### src/rtl/core/pfcc_pkg.sv
// ----------------------------------------------------------------------------
// pfcc_pkg
// Shared types and constants for the parent forest cycle checker.
// ----------------------------------------------------------------------------
`default_nettype none

package pfcc_pkg;

  localparam int MAX_NODES = 1024;
  localparam int IDX_W     = $clog2(MAX_NODES);
  localparam int CNT_W     = $clog2(MAX_NODES + 1);
  localparam int ENTRY_W   = IDX_W + 1;

  typedef enum logic [1:0] {
    ST_OK       = 2'd0,
    ST_RANGE    = 2'd1,
    ST_CYCLE    = 2'd2,
    ST_OVERFLOW = 2'd3
  } status_e;

  typedef enum logic [1:0] {
    MARK_UNSEEN = 2'd0,
    MARK_PATH   = 2'd1,
    MARK_DONE   = 2'd2,
    MARK_UNUSED = 2'd3
  } mark_e;

  // controller -> datapath
  typedef struct packed {
    logic    load;       // store the accepted node
    logic    walk_init;  // start, cursor to node 0
    logic    clr_wr;     // clear mark at start, step start
    logic    mark_wr;    // write mark at cursor
    mark_e   mark_val;
    logic    advance;    // cursor follows parent link
    logic    restart;    // cursor back to start
    logic    next_start; // start and cursor to start + 1
    logic    emit;       // load the result register
    status_e res_status;
  } pfcc_cmd_t;

  // datapath -> controller
  typedef struct packed {
    logic  ld_ovf;
    logic  ld_range;
    logic  start_last;
    logic  cur_dead;
    mark_e mark;
    logic  out_free;
  } pfcc_sts_t;

endpackage

`default_nettype wire

### src/rtl/core/pfcc_ctrl.sv
// ----------------------------------------------------------------------------
// pfcc_ctrl
// Sequencer for loading, visit map clearing and the two-pass chain walk.
// ----------------------------------------------------------------------------
`default_nettype none

module pfcc_ctrl (
  input  wire                 clk_i,
  input  wire                 rst_ni,
  input  wire                 s_axis_tvalid_i,
  input  wire                 s_axis_tlast_i,
  output logic                s_axis_tready_o,
  input  pfcc_pkg::pfcc_sts_t sts_i,
  output pfcc_pkg::pfcc_cmd_t cmd_o
);

  typedef enum logic [2:0] {
    S_LOAD,
    S_CLEAR,
    S_W1_RD,
    S_W1_EV,
    S_W2_RD,
    S_W2_EV,
    S_DONE
  } state_e;

  state_e              state_q, state_d;
  pfcc_pkg::status_e   res_q, res_d;
  logic                accept;

  assign s_axis_tready_o = (state_q == S_LOAD);
  assign accept          = s_axis_tvalid_i && s_axis_tready_o;

  always_comb begin
    state_d = state_q;
    res_d   = res_q;
    cmd_o   = '0;
    cmd_o.mark_val   = pfcc_pkg::MARK_UNSEEN;
    cmd_o.res_status = res_q;
    case (state_q)
      S_LOAD: begin
        cmd_o.load = accept;
        if (accept && s_axis_tlast_i) begin
          if (sts_i.ld_ovf) begin
            res_d   = pfcc_pkg::ST_OVERFLOW;
            state_d = S_DONE;
          end else if (sts_i.ld_range) begin
            res_d   = pfcc_pkg::ST_RANGE;
            state_d = S_DONE;
          end else begin
            cmd_o.walk_init = 1'b1;
            state_d         = S_CLEAR;
          end
        end
      end
      S_CLEAR: begin
        cmd_o.clr_wr = 1'b1;
        if (sts_i.start_last) begin
          cmd_o.walk_init = 1'b1;
          state_d         = S_W1_RD;
        end
      end
      S_W1_RD: begin
        if (sts_i.cur_dead) begin
          cmd_o.restart = 1'b1;
          state_d       = S_W2_RD;
        end else begin
          state_d = S_W1_EV;
        end
      end
      S_W1_EV: begin
        case (sts_i.mark)
          pfcc_pkg::MARK_UNSEEN: begin
            cmd_o.mark_wr  = 1'b1;
            cmd_o.mark_val = pfcc_pkg::MARK_PATH;
            cmd_o.advance  = 1'b1;
            state_d        = S_W1_RD;
          end
          pfcc_pkg::MARK_PATH: begin
            res_d   = pfcc_pkg::ST_CYCLE;
            state_d = S_DONE;
          end
          default: begin
            cmd_o.restart = 1'b1;
            state_d       = S_W2_RD;
          end
        endcase
      end
      S_W2_RD, S_W2_EV: begin
        if (state_q == S_W2_RD && !sts_i.cur_dead) begin
          state_d = S_W2_EV;
        end else if (state_q == S_W2_EV && sts_i.mark == pfcc_pkg::MARK_PATH) begin
          cmd_o.mark_wr  = 1'b1;
          cmd_o.mark_val = pfcc_pkg::MARK_DONE;
          cmd_o.advance  = 1'b1;
          state_d        = S_W2_RD;
        end else if (sts_i.start_last) begin
          res_d   = pfcc_pkg::ST_OK;
          state_d = S_DONE;
        end else begin
          cmd_o.next_start = 1'b1;
          state_d          = S_W1_RD;
        end
      end
      S_DONE: begin
        if (sts_i.out_free) begin
          cmd_o.emit = 1'b1;
          state_d    = S_LOAD;
        end
      end
      default: state_d = S_LOAD;
    endcase
  end

  always_ff @(posedge clk_i or negedge rst_ni) begin
    if (!rst_ni) begin
      state_q <= S_LOAD;
      res_q   <= pfcc_pkg::ST_OK;
    end else begin
      state_q <= state_d;
      res_q   <= res_d;
    end
  end

endmodule

`default_nettype wire

### config.mk
export PLATFORM = sky130hd
export DESIGN_NAME = pfcc_ctrl
export DESIGN_NICKNAME = d
export VERILOG_FILES = /design/src/rtl/core/pfcc_pkg.sv /design/src/rtl/core/pfcc_ctrl.sv
export SDC_FILE = /design/constraint.sdc
export NUM_CORES = 1
export LEC_CHECK = 0
export ABC_AREA = 1
export BUFFER_PORTS_ARGS = -buffer_cell sky130_fd_sc_hd__buf_2
export CAP_MARGIN = 20
export CORE_MARGIN = 2
export CORE_UTILIZATION = 41
export DETAILED_ROUTE_END_ITERATION = 16
export PLACE_DENSITY = 0.72
export SETUP_SLACK_MARGIN = 0.2
export SLEW_MARGIN = 10
export SYNTH_ARGS = -nofsm -noshare
export SYNTH_HDL_FRONTEND = slang
export SYNTH_SLANG_ARGS = --single-unit
### constraint.sdc
create_clock -name clk_i -period 1.2 [get_ports clk_i]
set_input_delay 0.12 -clock clk_i [delete_from_list [all_inputs] [get_ports clk_i]]
set_output_delay 0.12 -clock clk_i [all_outputs]
set_load 0.02 [all_outputs]
==> run summary <==
The final reports fail on negative setup slack. The repair_antennas step left the layout with diodes totalling 0. The arrival time at the worst endpoint came out at 1.36 ns. After synthesis, the cell types taking the most area are sky130_fd_sc_hd__dfrtp_1 (23%), sky130_fd_sc_hd__nand2_1 (19%), sky130_fd_sc_hd__nand3_1 (10%), sky130_fd_sc_hd__nor2_1 (7.5%), sky130_fd_sc_hd__inv_1 (6.8%). The via count of the first global-routing pass came out at 782. The standard cell area after detailed placement is 832.0 um^2. The worst min-delay path category is input pin to asynchronous set/reset pin. After routing the design area is 1106 um^2. The clock tree from TritonCTS is built.

For this run, design rule violations remaining after detail routing come to 0. The number of distinct library cells after synthesis is 20. The number of antenna violations at the first check in global routing is 0. The share of total power consumed by net switching came out at 51.77%. The proportion of power drawn by flip-flops and latches is 15.1%. Along the worst path, the maximum fanout reaches 6. Input and output buffers added on the ports amount to 23. For this design the total switching power over the nets is ~0.0014 W.

After technology mapping, the gate count stands at 92. The largest net degree at the start of global routing came out at 7. The final count of hold timing violations was 0. The die boundary height came out at 40.73 um. The buffer type at the clock tree root is sky130_fd_sc_hd__clkbuf_4. The final count of pins violating max slew was 0. The ratio of routed vias to standard cells is 5.405.

The combinational group share of total power is 77.3%. The global-route wire length before repair is 3229 um. The cell leakage power came out at 0.6139 nW. The number of routed nets with antenna violations came out at 0. The number of nets in the layout is 150. The routed layout has 827 vias. The max-cap violation count is 0. After floorplanning, the core was divided into 13 placement rows. The synthesized design devotes to its leading area cell type a little under a quarter of total area. The cell total after placement is approximately 140. The layout cell share with drive strength beyond 1 is approximately two thirds. The horizontal extent of the die is 40.73 um. The growth of design area from synthesis to finish is 100.0%. Static timing analysis puts the maximum clock frequency at 675.6 MHz. In the final routed layout, each cell accounts on average for roughly 15 um. The maximum count of clock buffers along a single path is 2. The power per cell area is 2499 nW/um^2. The area of the die came out at between 1500 and 2000 um^2. The critical path is of the flip-flop to primary output type. The final instance count without filler cells is 153. The number of levels the H-tree was split into is 1. The average cell area after synthesis came out at approximately 6 um^2. Detailed placement ended at an HPWL of 1388 um.

The length of the first detailed-routing pass in iterations is 4. The final design utilization came out at 86.08%. The fraction of the cycle the final worst path needs came out at 123.3%.

Setup repair after global routing could not meet its margin everywhere. The minimum period implied by the final worst setup slack came out at 1.480 ns. Once routing completed, OpenROAD measured the worst setup slack at -0.2802 ns.

Hold timing on the final database bottoms out at a slack of 0.2220 ns. Across the VDD grid, the largest voltage drop is 0.001628 V. The tree built by TritonCTS fans out to 5 sinks. The internal power contribution came out at 0.001333 W. After clock tree synthesis, the clock-pin slew on the worst setup and hold paths is 0.05 ns. The clock insertion delay at the later pin of the skew report came out at around 0.25 ns. 24 I/O pins were placed. The routability congestion estimate from global placement is 0.8442.

The total clock buffers created by CTS is 3. At the pin with the least slew margin, the transition time is 0.3174 ns. The setup violation total in the final timing report is 16. The register bit count reported by yosys is 5. The starting density of the core is between 40% and 50%. The final layout contains routed wiring with a total length of between 2000 and 2500 um.

The cell type with the largest total area after synthesis is sky130_fd_sc_hd__dfrtp_1. The number of nets handed over by synthesis was 103. The share of the Yosys chip area taken by registers is 22.62%. The worst setup path is captured at a primary output.

The largest clock skew in the final design came out at 0.006374 ns. The startpoint type of the worst setup path is a flip-flop. The area of the mapped netlist came out at around 550 um^2. The total congestion overflow is 0.

The violation count after the first detailed-routing iteration is 23. The clock network fraction of total power is 7.6%. The worst relative slew slack is 78.76%. The region available for standard cell placement spans roughly 1300 um^2.

After layout, the design draws a total of 0.002764 W. The aggregate global-route resource usage came out at 31.00%. The run finished, with violations left.

The required time of the worst setup path came out at around 1.1 ns. The count of synthesis-stage warnings from yosys came out at 0.
## metal layers
layer  part of all wire, %  wire length, um  track usage, %
met1                    33              790           29.97
met2                    56             1322           56.75
met3                   5.2              123           4.891
met4                   5.2              123           25.83
met5                     0                0               0
## final cells by class
cell class	count	area [um^2]
tap	15	18.77
multi-input combinational	70	511.7
sequential	5	128.9
fill	79	178.9
inverter	14	62.56
clock buffer	4	26.28
timing repair buffer	45	357.8
## registers in the layout, indices dropped and copies added (netlist names)
name     cells
state_q      3
res_q        2
## power groups by stage
stage	clock (W)	combinational (W)	sequential, W
6_report	0.000209	0.00214	0.000419
5_1_grt	0.000216	0.00229	0.000424
4_1_cts	0.000207	0.00186	0.000411
3_5_place_dp	0	0.00152	0.000403
3_3_place_gp	0	0.00149	0.000399
2_1_floorplan	0	0.00115	0.000371
## cell usage in the layout, fill, tap and decap left out, drive strengths merged
cell type / Yosys / layout
a21oi: 1 / 1
o21ai: 4 / 4
nand2: 34 / 34
dlygate4sd3: 0 / 1
nand3: 12 / 12
nand4: 2 / 2
clkbuf: 0 / 4
buf: 3 / 44
nor3: 1 / 1
nor2: 16 / 16
inv: 14 / 14
dfrtp: 5 / 5
## synth_stat cells
cell type and instances:
sky130_fd_sc_hd__nor3_1 1, sky130_fd_sc_hd__nand4_1 2, sky130_fd_sc_hd__dfrtp_1 5, sky130_fd_sc_hd__nand2_4 1, sky130_fd_sc_hd__nand2_2 5, sky130_fd_sc_hd__nand3_1 11, sky130_fd_sc_hd__nor2_4 1, sky130_fd_sc_hd__nand2_1 28
sky130_fd_sc_hd__o21ai_0 2, sky130_fd_sc_hd__a21oi_2 1, sky130_fd_sc_hd__nor2_1 11, sky130_fd_sc_hd__buf_6 2, sky130_fd_sc_hd__inv_4 2, sky130_fd_sc_hd__nor2_2 4, sky130_fd_sc_hd__o21ai_1 1, sky130_fd_sc_hd__buf_4 1
sky130_fd_sc_hd__nand3_2 1, sky130_fd_sc_hd__inv_2 2, sky130_fd_sc_hd__inv_1 10, sky130_fd_sc_hd__o21ai_2 1
## final timing paths
path | from | endpoint | slack [ns] | cells after the start
setup / recovery | state_q[1]$_DFFE_PN0P_ | cmd_o[3] | -0.28 | 7
hold / removal | rst_ni | state_q[0]$_DFFE_PN0P_ | 0.22 | 2
setup reg to reg | state_q[0]$_DFFE_PN0P_ | res_q[1]$_DFFE_PN0P_ | -0.24 | 10
hold reg to reg | res_q[0]$_DFFE_PN0P_ | res_q[0]$_DFFE_PN0P_ | 0.47 | 2
max in group asynchronous | rst_ni | state_q[1]$_DFFE_PN0P_ | 0.82 | 2
min in group clk_i | sts_i[6] | res_q[1]$_DFFE_PN0P_ | 0.26 | 5
## critical path: stages, from the launching register on
cell and delay, ns:
sky130_fd_sc_hd__dfrtp_2 0.47, sky130_fd_sc_hd__inv_2 0.09, sky130_fd_sc_hd__nand2_4 0.11, sky130_fd_sc_hd__inv_4 0.05
sky130_fd_sc_hd__nand2_4 0.08, sky130_fd_sc_hd__nand3_4 0.09, sky130_fd_sc_hd__nor2_4 0.10, sky130_fd_sc_hd__buf_6 0.12
## cell families (layout without fill, tap and decap cells)
group                  after synthesis  after routing  synth area share (%)
DFF                                  5              5                 22.62
and+or+nand+nor                     65             65                 55.65
buffers and inverters               17             63                 15.84
AOI/OAI and AO/OA                    5              5                 5.882
## repair_timing
action,in CTS,in global routing
cloned,0,0
endpoints found under the setup margin,16,16
setup buffers,7,4
pin swaps,5,7
hold buffers,1,0
endpoints found under the hold margin,5,0
gates resized for setup,25,19
## per-stage QoR
| step | TNS (ns) | worst slack (ns) |
|---|---|---|
| finish | -3.438 | -0.2802 |
| global route | -4.185 | -0.3329 |
| CTS | -3.060 | -0.2756 |
| detailed placement | -1.271 | -0.1862 |
| global placement | -1.212 | -0.1555 |
| floorplan | -0.1127 | -0.04334 |
Power figures use the tool's default switching activity.
